### config.mk
export PLATFORM = sky130hd
export DESIGN_NAME = rip_route_table_update
export DESIGN_NICKNAME = d
export VERILOG_FILES = /design/src/design/rrtu_pkg.sv /design/src/design/rrtu_cell.sv /design/src/design/rip_route_table_update.sv
export SDC_FILE = /design/constraint.sdc
export NUM_CORES = 2
export LEC_CHECK = 0
export BUFFER_PORTS_ARGS = -buffer_cell sky130_fd_sc_hd__buf_2
export CAP_MARGIN = 20
export CELL_PAD_IN_SITES_DETAIL_PLACEMENT = 0
export CELL_PAD_IN_SITES_GLOBAL_PLACEMENT = 1
export CORE_UTILIZATION = 30
export DETAILED_ROUTE_END_ITERATION = 16
export PLACE_DENSITY = 0.55
export SYNTH_ARGS = -nofsm -noshare
export SYNTH_HDL_FRONTEND = slang
export SYNTH_SLANG_ARGS = --single-unit
### constraint.sdc
create_clock -name clk -period 9.9 [get_ports clk]
set_input_delay 1.98 -clock clk [delete_from_list [all_inputs] [get_ports clk]]
set_output_delay 1.98 -clock clk [all_outputs]
set_load 0.03 [all_outputs]
### src/design/rrtu_pkg.sv
// Package for the route table update block: default sizes, status codes, cell entry type.
// No dependencies.
package rrtu_pkg;
  localparam int TableDepthDef = 16;
  localparam int PortCountDef  = 8;
  localparam logic [4:0] MetricInf = 5'd16;

  localparam logic [2:0] StIgnored   = 3'd0;
  localparam logic [2:0] StAdded     = 3'd1;
  localparam logic [2:0] StRefreshed = 3'd2;
  localparam logic [2:0] StReplaced  = 3'd3;
  localparam logic [2:0] StNotTaken  = 3'd4;
  localparam logic [2:0] StFull      = 3'd5;
  localparam logic [2:0] StDump      = 3'd6;
  localparam logic [2:0] StDumpEmpty = 3'd7;

  // entry carried along the cell chain
  typedef struct packed {
    logic        vld;
    logic [31:0] dest;
    logic [31:0] mask;
    logic [31:0] gw;
    logic [4:0]  metric;
    logic [2:0]  port;
  } entry_t;
endpackage

### src/design/rrtu_cell.sv
// One table slot of the rotating chain: holds one entry, passes it on when shifting.
// Depends on rrtu_pkg.
module rrtu_cell
  import rrtu_pkg::*;
(
  input  logic   clk,
  input  logic   rst_n,
  input  logic   shift,
  input  logic   load,
  input  entry_t load_val,
  input  entry_t prev,
  output entry_t cur
);
  entry_t cur_r, cur_nxt;
  always_comb begin
    cur_nxt = cur_r;
    if (load) begin
      cur_nxt = load_val;
    end else if (shift) begin
      cur_nxt = prev;
    end
  end
  always_ff @(posedge clk) begin
    if (!rst_n) begin
      cur_r.vld <= 1'b0;
    end else begin
      cur_r.vld <= cur_nxt.vld;
    end
    cur_r.dest   <= cur_nxt.dest;
    cur_r.mask   <= cur_nxt.mask;
    cur_r.gw     <= cur_nxt.gw;
    cur_r.metric <= cur_nxt.metric;
    cur_r.port   <= cur_nxt.port;
  end
  assign cur = cur_r;
endmodule

### src/design/rip_route_table_update.sv
// Top level of the route table update block: control, config registers, cell ring.
// Depends on rrtu_pkg and rrtu_cell.
//
// channel | dir | handshake        | contents
// in_     | in  | tvalid/tready    | one route entry or table request
// out_    | out | tvalid/tready    | one result per transfer, tlast ends the item
// cfg_    | in  | APB psel/penable | family and tag match registers
//
// The table is a ring of TABLE_DEPTH cells that rotates one place a cycle during
// a scan. An item rotates the ring through all TABLE_DEPTH slots, inspecting
// slot 0's cell at each step, then makes its decision. A route entry is accepted
// again only once its result is taken and the slot write is done; a rejected
// entry or request gets its result straight from idle, with no scan. A dump
// holds each valid entry until the next one passes (so the last one can carry
// tlast); stalls on out_tready halt the ring and lengthen the item.
// rst_n clears control and all valid bits; entry payload is left unreset.
module rip_route_table_update
  import rrtu_pkg::*;
#(
  parameter int TABLE_DEPTH = TableDepthDef,
  parameter int PORT_COUNT  = PortCountDef
) (
  input  logic         clk,
  input  logic         rst_n,
  input  logic         in_tvalid,
  output logic         in_tready,
  // tdata low->high: dest_ip, net_mask, next_hop, hop_metric, sender_ip,
  // port_id, addr_family, route_tag (168 bits)
  input  logic [167:0] in_tdata,
  input  logic         in_tuser,  // func
  output logic         out_tvalid,
  input  logic         out_tready,
  // tdata low->high: status, slot, changed, out_dest, out_mask, out_metric
  output logic [79:0]  out_tdata,
  output logic         out_tlast,
  input  logic         cfg_psel,
  input  logic         cfg_penable,
  input  logic         cfg_pwrite,
  input  logic [2:0]   cfg_paddr,
  input  logic [31:0]  cfg_pwdata,
  output logic [31:0]  cfg_prdata,
  output logic         cfg_pready
);
  localparam int IW = (TABLE_DEPTH > 1) ? $clog2(TABLE_DEPTH) : 1;
  localparam int CW = $clog2(TABLE_DEPTH + 1);
  localparam logic [1:0] SIdle = 2'd0, SScan = 2'd1, SDecide = 2'd2, SOut = 2'd3;

  logic [15:0] fam_r, tag_r;
  assign cfg_pready = 1'b1;
  always_ff @(posedge clk) begin
    if (!rst_n) begin
      fam_r <= 16'd2;
      tag_r <= 16'd0;
    end else if (cfg_psel && cfg_penable && cfg_pwrite) begin
      if (cfg_paddr == 3'd0) fam_r <= cfg_pwdata[15:0];
      if (cfg_paddr == 3'd4) tag_r <= cfg_pwdata[15:0];
    end
  end
  always_comb begin
    cfg_prdata = 32'd0;
    if (cfg_paddr == 3'd0) cfg_prdata = {16'd0, fam_r};
    if (cfg_paddr == 3'd4) cfg_prdata = {16'd0, tag_r};
  end

  // input fields
  wire [31:0] f_dest   = in_tdata[31:0];
  wire [31:0] f_mask   = in_tdata[63:32];
  wire [31:0] f_hop    = in_tdata[95:64];
  wire [4:0]  f_metric = in_tdata[100:96];
  wire [31:0] f_sender = in_tdata[132:101];
  wire [2:0]  f_port   = in_tdata[135:133];
  wire [15:0] f_family = in_tdata[151:136];
  wire [15:0] f_tag    = in_tdata[167:152];

  logic [1:0]  st_r;
  logic        dump_r, any_r;
  logic [31:0] dest_r, mask_r, gw_r;
  logic [4:0]  met_r;
  logic [2:0]  port_r;
  logic [CW-1:0] cnt_r;     // rotation step, equals slot index at cell 0
  logic          mfound_r, ffound_r;
  logic [IW-1:0] midx_r, fidx_r;
  entry_t        mval_r;
  logic [2:0]  o_st_r;
  logic [3:0]  o_slot_r;
  logic        o_chg_r, o_last_r, ov_r;
  logic [31:0] o_dest_r, o_mask_r;
  logic [4:0]  o_met_r;
  logic        wr_r;        // pending write at slot widx_r
  logic [IW-1:0] widx_r;
  entry_t      wval_r;

  entry_t cell_q [TABLE_DEPTH];
  logic   shift;
  logic   scan_go;
  entry_t head;
  assign head = cell_q[0];
  logic [IW-1:0] cur_idx;
  assign cur_idx = cnt_r[IW-1:0];

  // a held dump result goes out only when the next valid entry replaces it
  assign scan_go = (st_r == SScan) &&
                   (!dump_r || !ov_r || !head.vld || out_tready);
  assign shift   = scan_go;

  genvar g;
  generate
    for (g = 0; g < TABLE_DEPTH; g++) begin : g_cell
      // during a scan cell 0 holds slot cnt_r; ring: each takes from its upper neighbor
      rrtu_cell u_cell (
        .clk(clk), .rst_n(rst_n), .shift(shift),
        .load(wr_r && (st_r == SIdle) && (widx_r == IW'(g))),
        .load_val(wval_r),
        .prev(cell_q[(g + 1) % TABLE_DEPTH]),
        .cur(cell_q[g])
      );
    end
  endgenerate

  assign in_tready = (st_r == SIdle) && !ov_r && !wr_r;
  wire in_go = in_tvalid && in_tready;
  wire out_go = out_tvalid && out_tready;
  wire dump_load = scan_go && dump_r && head.vld;

  always_ff @(posedge clk) begin
    if (!rst_n) begin
      st_r <= SIdle;
      ov_r <= 1'b0;
      wr_r <= 1'b0;
    end else begin
      if (out_go && !dump_load) ov_r <= 1'b0;
      if (wr_r && st_r == SIdle) wr_r <= 1'b0;
      case (st_r)
        SIdle: begin
          if (in_go) begin
            cnt_r <= '0; mfound_r <= 1'b0; ffound_r <= 1'b0; any_r <= 1'b0;
            midx_r <= '0; fidx_r <= '0;
            dest_r <= f_dest; mask_r <= f_mask; port_r <= f_port;
            gw_r <= (f_hop == 32'd0) ? f_sender : f_hop;
            met_r <= (f_metric >= MetricInf) ? MetricInf : f_metric + 5'd1;
            dump_r <= in_tuser;
            if (in_tuser) begin
              if (f_family != 16'd0 || f_metric != MetricInf) begin
                ov_r <= 1'b1; o_st_r <= StIgnored; o_slot_r <= '0; o_chg_r <= 1'b0;
                o_dest_r <= '0; o_mask_r <= '0; o_met_r <= '0; o_last_r <= 1'b1;
              end else begin
                st_r <= SScan;
              end
            end else if (f_family != fam_r || f_tag != tag_r ||
                         32'(f_port) >= PORT_COUNT) begin
              ov_r <= 1'b1; o_st_r <= StIgnored; o_slot_r <= '0; o_chg_r <= 1'b0;
              o_dest_r <= '0; o_mask_r <= '0; o_met_r <= '0; o_last_r <= 1'b1;
            end else begin
              st_r <= SScan;
            end
          end
        end
        SScan: begin
          if (scan_go) begin
            cnt_r <= cnt_r + CW'(1);
            if (dump_r) begin
              if (head.vld) begin
                any_r <= 1'b1;
                ov_r <= 1'b1; o_st_r <= StDump; o_slot_r <= 4'(cur_idx);
                o_chg_r <= 1'b0; o_dest_r <= head.dest; o_mask_r <= head.mask;
                o_met_r <= head.metric; o_last_r <= 1'b0;
              end
            end else if (head.vld) begin
              if (!mfound_r && head.dest == dest_r) begin
                mfound_r <= 1'b1; midx_r <= cur_idx; mval_r <= head;
              end
            end else if (!ffound_r) begin
              ffound_r <= 1'b1; fidx_r <= cur_idx;
            end
            if (cnt_r == CW'(TABLE_DEPTH - 1)) st_r <= SDecide;
          end
        end
        SDecide: begin
          // dump tail: mark last on pending output, or report empty
          if (dump_r) begin
            if (!ov_r || out_tready) begin
              if (!any_r) begin
                ov_r <= 1'b1; o_st_r <= StDumpEmpty; o_slot_r <= '0; o_chg_r <= 1'b0;
                o_dest_r <= '0; o_mask_r <= '0; o_met_r <= '0; o_last_r <= 1'b1;
                st_r <= SIdle;
              end else begin
                st_r <= SIdle;
              end
            end
          end else if (!ov_r) begin
            ov_r <= 1'b1; o_last_r <= 1'b1; o_chg_r <= 1'b0;
            o_dest_r <= '0; o_mask_r <= '0; o_met_r <= '0; o_slot_r <= '0;
            st_r <= SIdle;
            if (!mfound_r) begin
              if (!ffound_r) o_st_r <= StFull;
              else if (met_r >= MetricInf) o_st_r <= StNotTaken;
              else begin
                o_st_r <= StAdded; o_slot_r <= 4'(fidx_r); o_chg_r <= 1'b1;
                o_dest_r <= dest_r; o_mask_r <= mask_r; o_met_r <= met_r;
                wr_r <= 1'b1; widx_r <= fidx_r;
                wval_r <= '{vld: 1'b1, dest: dest_r, mask: mask_r, gw: gw_r,
                            metric: met_r, port: port_r};
              end
            end else if (mval_r.gw == gw_r) begin
              o_st_r <= StRefreshed; o_slot_r <= 4'(midx_r);
              o_chg_r <= (mval_r.metric != met_r);
              o_dest_r <= dest_r; o_mask_r <= mask_r;
              wr_r <= 1'b1; widx_r <= midx_r;
              if (mval_r.metric < MetricInf || met_r < MetricInf) begin
                o_met_r <= met_r;
                wval_r <= '{vld: 1'b1, dest: dest_r, mask: mask_r, gw: gw_r,
                            metric: met_r, port: port_r};
              end else begin
                o_met_r <= mval_r.metric;
                wval_r <= '{vld: 1'b1, dest: dest_r, mask: mask_r, gw: gw_r,
                            metric: mval_r.metric, port: port_r};
              end
            end else if (mval_r.metric > met_r) begin
              o_st_r <= StReplaced; o_slot_r <= 4'(midx_r); o_chg_r <= 1'b1;
              o_dest_r <= dest_r; o_mask_r <= mask_r; o_met_r <= met_r;
              wr_r <= 1'b1; widx_r <= midx_r;
              wval_r <= '{vld: 1'b1, dest: dest_r, mask: mask_r, gw: gw_r,
                          metric: met_r, port: port_r};
            end else begin
              o_st_r <= StNotTaken; o_slot_r <= 4'(midx_r);
            end
          end
        end
        default: st_r <= SIdle;
      endcase
    end
  end

  // during a dump scan the held result is shown only once a later valid entry
  // is at cell 0; the final one waits for the decide stage, which adds tlast
  logic hold_out;
  assign hold_out = dump_r && (st_r == SScan) && !head.vld;
  assign out_tvalid = ov_r && !hold_out;
  assign out_tlast  = o_last_r || (dump_r && st_r == SDecide && any_r);
  assign out_tdata  = {3'b000, o_met_r, o_mask_r, o_dest_r, o_chg_r, o_slot_r, o_st_r};
endmodule
* Yosys cells after proc, flatten, opt, wreduce, memory -nomap -nowiden
Cells that the tools add are included.
** Storage, ports and cells
- Register bits :: 2061
- Input bits :: 211
- Output and inout bits :: 116
- Logic and storage cells :: 475
** Cells by class
- Eq/ne operators :: 43
- Add/sub/neg operators :: 2
- Magnitude comparators :: 5
- Multiplexer cells :: 210
- Bitwise gates (word level) :: 2
- Reductions and logical operators :: 84
** Operators by type and width (number)
- $mux W105 :: 37
- $mux W32 :: 28
- $pmux W32 S3 :: 2
- $mux W4 :: 28
- $mux W5 :: 19
- $eq A32 B32 Y1 :: 2
- $mux W1 :: 56
- $mux W3 :: 16
- $reduce_bool A2 Y1 :: 18
- $logic_and A1 B1 Y1 :: 33
- $eq A4 B4 Y1 const B :: 8
- $logic_not A32 Y1 :: 1
- $ne A16 B16 Y1 :: 2
- $reduce_and A7 Y1 :: 4
- $mux W2 :: 9
- $reduce_and A6 Y1 :: 3
- $eq A4 B3 Y1 const B :: 4
- $mux W16 :: 1
- $pmux W4 S2 :: 2
- $reduce_bool A16 Y1 :: 1
- $ne A3 B3 Y1 const B :: 5
- $pmux W5 S3 :: 1
- $ne A2 B2 Y1 const B :: 7
- $pmux W4 S3 :: 1
- other kinds (32) :: 58

* Longest topological paths before layout
- Word-level depth :: 14
- Depth in mapped cells :: 10
- Depth with buffers taken out :: 8

* Cells and area by module
A second synthesis with hierarchy kept.
** Unflattened totals
- Cells, all modules :: 4619
- Area, all modules :: 88074.5 um2
** By module, submodules not included
- rrtu_cell :: area each 4544.4 um2, sequential area each 3143.0 um2, instances 16, cells each 225
- rip_route_table_update :: area each 15364.7 um2, sequential area each 11050.6 um2, instances 1, cells each 1019

* Worst setup path before layout
No wires, ideal clock.
- Path kind :: register to register
- Start :: register st_r[0]
- End :: register g_cell[15].u_cell.cur_r (netlist bit g_cell[15].u_cell.cur[100]) (enable)
- Arrival time :: 7.932 ns
- Buffers on the path :: 0
- Period minus slack after synthesis :: 8.632 ns
- Stages on the path, launching flop included :: 5
- Required time :: 9.200 ns
- Slack :: 1.268 ns
- Library setup time :: 0.700 ns
- Path through :: dfxtp_1 inv_1 ha_1 nand4_1 o21ai_0
** On the way
- Cells in the longest elaborated chain, start to end :: 4
- Elaborated cells on any way between the ends :: 6
- Classes of those cells :: eq/ne: 1; reduce/logical: 5
** Ends and longest elaborated chain
- start: declaration :: RTL line rip_route_table_update.sv:75 : logic [1:0] st_r;
- start signal: assignment :: RTL line rip_route_table_update.sv:127 : st_r <= SIdle;
- start signal: assignment :: RTL line rip_route_table_update.sv:147 : st_r <= SScan;
- start signal: assignment :: RTL line rip_route_table_update.sv:154 : st_r <= SScan;
- $logic_not A2 Y1 :: RTL line rip_route_table_update.sv:112 : .load(wr_r && (st_r == SIdle) && (widx_r == IW'(g))),
- $logic_and A1 B1 Y1 (2 in series) :: RTL line rip_route_table_update.sv:112
- $reduce_bool A2 Y1 (no line) *
- end: declaration :: RTL line rrtu_cell.sv:14 : entry_t cur_r, cur_nxt;
Every way passes the cells marked *; elsewhere a longest branch is shown, timed or not.
A chain may end at the register's enable or synchronous reset.

* Final worst setup path
- Start :: register st_r[0]
- End :: register g_cell[14].u_cell.cur_r (netlist bit g_cell[14].u_cell.cur[29]) (enable)
** On the way
- Cells in the longest elaborated chain, start to end :: 4
- Elaborated cells on any way between the ends :: 6
- Classes of those cells :: eq/ne: 1; reduce/logical: 5
** Ends and longest elaborated chain (RTL line)
- $logic_not A2 Y1 :: rip_route_table_update.sv:112
- $logic_and A1 B1 Y1 (2 in series) :: rip_route_table_update.sv:112
- $reduce_bool A2 Y1 (no line) *
- end: declaration :: rrtu_cell.sv:14
Marks and branches as above.

==> results.sh <==
export IMPL_cp_top_family="simple AND/OR/NAND/NOR gates"
export IMPL_power_internal_w=0.0138
export IMPL_min_from="g_cell[0].u_cell.cur[28]"
export IMPL_synth_flop_cell="edfxtp_1"
export IMPL_die_y_um=531
export IMPL_crit_start="st_r[0]"
export IMPL_relSlewSlack_pct=20.0
export IMPL_synth_async_reset_ratio_pct=0
export IMPL_finalClockSkew_ns=0.0740
export IMPL_criticalPathCategory="reg2reg"
export IMPL_seqPwrFrac_pct=53.2
export IMPL_power_total_w=0.0174
export IMPL_area_growth_pct=14.6
export IMPL_cp_end_kind="flop"
export IMPL_netlist_top_cells_area="edfxtp_1 (70%), mux2_2 (22%), dfxtp_1 (1.2%)"
export IMPL_cts_repair_resized=0
export IMPL_holdWs_ns=0.431
export IMPL_synth_edf_count=1954
export IMPL_drtIter0Drc=3536
export IMPL_rows=193
export IMPL_path_clk_slew_ns=0.06
export IMPL_cts_buffer_depth=4
export IMPL_yosys_area_top_type="edfxtp_1"
export IMPL_post_route_min_period_ns=5.37
export IMPL_cts_hold_buf=0
export IMPL_grtUsageTotal_pct=16.0
export IMPL_coreArea_mm2=0.277
export IMPL_p_clk_share_pct=45.7
export IMPL_fin_cells=8755
export IMPL_clk_latency_ns=0.90
export IMPL_powerDensity_mw_per_mm2=181
export IMPL_via_per_inst=4.89
export IMPL_drv_slew=0
export IMPL_rsz0062_at_grt="no"
export IMPL_final_common_cell="edfxtp_1"
export IMPL_timing_fmax_mhz=186
export IMPL_grt_first_pass_wirelength_um=329000
export IMPL_dpl_hpwl_um=123000
export IMPL_fin_setup_tns_ns=0
export IMPL_syn_area_per_cell_um2=18.2
export IMPL_dp_cells=8354
export IMPL_hold_end="mval_r[28]"
export IMPL_dp_worst_setup_slack_ns=4.27
export IMPL_synth_seq_area_share_pct=71.1
export IMPL_worst_r2r_path_depth=8
export IMPL_max_stage_delay_ns=0.90
export IMPL_timing_rr_end="g_cell[14].u_cell.cur[29]"
export IMPL_ant_nets=0
export IMPL_cts_max_level=4
export IMPL_grt_pass1_vias=44000
export IMPL_wl_per_cell_um=26.3
export IMPL_met2_usage_pct=26.4
export IMPL_status="finished, final reports clean"
export IMPL_critical_path_cell_chain="inv_1 > ha_1 > nand2_1 > nor3_2 > nand3_4 > nand2_4 > buf_4 > buf_4"
export IMPL_ff2ff_setup_slack_ns=4.53
export IMPL_maxCapViolCount=0
export IMPL_swShare_pct=20.6
export IMPL_syn_cell_area_mm2=0.0840
export IMPL_crit_top_cell="buf_4"
export IMPL_ir_drop_mv=0.139
export IMPL_fillers=26200
export IMPL_drive_gt1_share_pct=46.5
export IMPL_die_w_um=531
export IMPL_synth_seq_cells=2006
export IMPL_met3_usage_pct=2.14
export IMPL_grt_overflow_total=0
export IMPL_io_buffers=287
export IMPL_post_cts_buffers=0
export IMPL_place_congestion=0.786
export IMPL_cts_tree="done"
export IMPL_worstPathArrival_ns=5.84
export IMPL_final_cell_mix="edfxtp_1 (1954), mux2_2 (1622), buf_2 (289)"
export IMPL_synth_top_area_share_pct=69.8
export IMPL_worst_pin_slew_ns=1.20
export IMPL_finalHoldViolCount=0
export IMPL_p_sw_w=0.00359
export IMPL_cts_buffers=225
export IMPL_total_leakage_power_nw=31.9
export IMPL_worstPathRequired_ns=10.37
export IMPL_wl_um=230000
export IMPL_pwr_share_comb_pct=1.1
export IMPL_cts_root_buf="clkbuf_16"
export IMPL_path_max_fanout=44
export IMPL_slowest_stage="buf_4"
export IMPL_drc=0
export IMPL_first_pass_iters=5
export IMPL_reg2reg_from="st_r[0]"
export IMPL_io_pins=327
export IMPL_met1_usage_pct=22.5
export IMPL_worstHoldPathCells=0
export IMPL_hp_class="reg2reg"
export IMPL_initial_core_util_pct=30.3
export IMPL_syn_inst=4614
export IMPL_yosysWarningCount=0
export IMPL_num_vias=42800
export IMPL_fin_nets=5106
export IMPL_antenna_found_initial=10
export IMPL_startpoint_type="flop"
export IMPL_fin_crit_sh_pct=54.3
export IMPL_clock_sinks=2006
export IMPL_path_buf_inv=3
export IMPL_setup_viol=0
export IMPL_gr_max_usage_layer="met2"
export IMPL_die_area_mm2=0.282
export IMPL_fin_ws_ns=4.53
export IMPL_synth_distinct_cells=60
export IMPL_grt_max_degree=62
-- final cells by class --
type | instances | area [um2] | area share (%)
Clock inverter | 114 | 952 | 0.989
Tap cell | 3705 | 4640 | 4.82
Timing Repair Buffer | 371 | 2090 | 2.17
Sequential cell | 2006 | 59700 | 62.0
Inverter | 20 | 75.1 | 0.0780
Antenna cell | 2 | 5.00 | 0.00520
Clock buffer | 283 | 5880 | 6.11
Multi-Input combinational cell | 2254 | 22900 | 23.8
-- worst max path at each step --
stage	end	depth (start not counted)
after floorplan	g_cell[15].u_cell.cur[100]	4
after global placement	g_cell[3].u_cell.cur[21]	8
after detailed placement	g_cell[0].u_cell.cur[85]	8
after CTS	g_cell[14].u_cell.cur[29]	8
after global routing	g_cell[14].u_cell.cur[36]	8
final	g_cell[14].u_cell.cur[29]	8
-- state kept, by name, summed over array words and instances, names as in the netlist, 5 cells and up --
signal             flops
g_cell.u_cell.cur   1632
wval_r               101
mval_r                37
dest_r                32
gw_r                  32
mask_r                32
o_dest_r              32
o_mask_r              32
fam_r                 16
tag_r                 16
cnt_r                  5
met_r                  5
o_met_r                5
-- stage by stage --
| step | cell area (um2) | utilization [%] |
|---|---|---|
| after floorplan | 84100 | - |
| after global placement | 89400 | 32.2 |
| after detailed placement | 89400 | 32.2 |
| after CTS | 96200 | 34.7 |
| after global routing | 96300 | 34.7 |
| final | 96300 | 34.7 |
-- power by group through the flow --
stage / Sequential, W / Combinational, W / Clock, W
floorplan: 0.00945 / 0.0000780 / 0
global placement: 0.00944 / 0.000196 / 0
detailed placement: 0.00944 / 0.000195 / 0
CTS: 0.00926 / 0.000197 / 0.00819
global route: 0.00926 / 0.000207 / 0.00849
finish: 0.00926 / 0.000194 / 0.00796
-- synth_stat cells (18+ instances only) --
cell / n
edfxtp_1: 1954
xor2_1: 90
a32o_1: 66
buf_2: 122
clkbuf_1: 177
nor4_1: 26
a21o_1: 33
dfxtp_1: 52
mux2_2: 1622
a22o_1: 19
buf_6: 18
mux2i_1: 18
buf_4: 23
nand2_1: 112
nor2_1: 34
a21oi_1: 58
-- kinds of logic after synthesis --
| kind of cell | after synthesis | synth area share, % |
|---|---|---|
| mux | 1640 | 22.0 |
| flops | 2006 | 71.1 |
| xor+xnor | 100 | 1.04 |
| fa+ha+maj | 17 | 0.253 |
| buf+inv | 372 | 2.11 |
| simple gates | 249 | 1.48 |
| compound gates | 228 | 2.09 |
| other cells | 2 | 0.00894 |
-- routing by layer --
layer  share of wire, %  vias to the layer above  wire, um
met2                 48                      922    110000
met5                  0                        -         0
li1                   -                    18600         -
met4                1.9                        0      4490
met1                 47                    23000    107000
met3                3.8                      283      8770
-- worst reg2reg max path: cells and delay by family (launching register included) --
family / cells / cell delay [ns]
buffers and inverters: 3 / 1.73
DFF: 1 / 0.34
and+or+nand+nor: 4 / 2.43
adders and majority gates: 1 / 0.42
No activity file was read; power rests on OpenSTA's default activity.
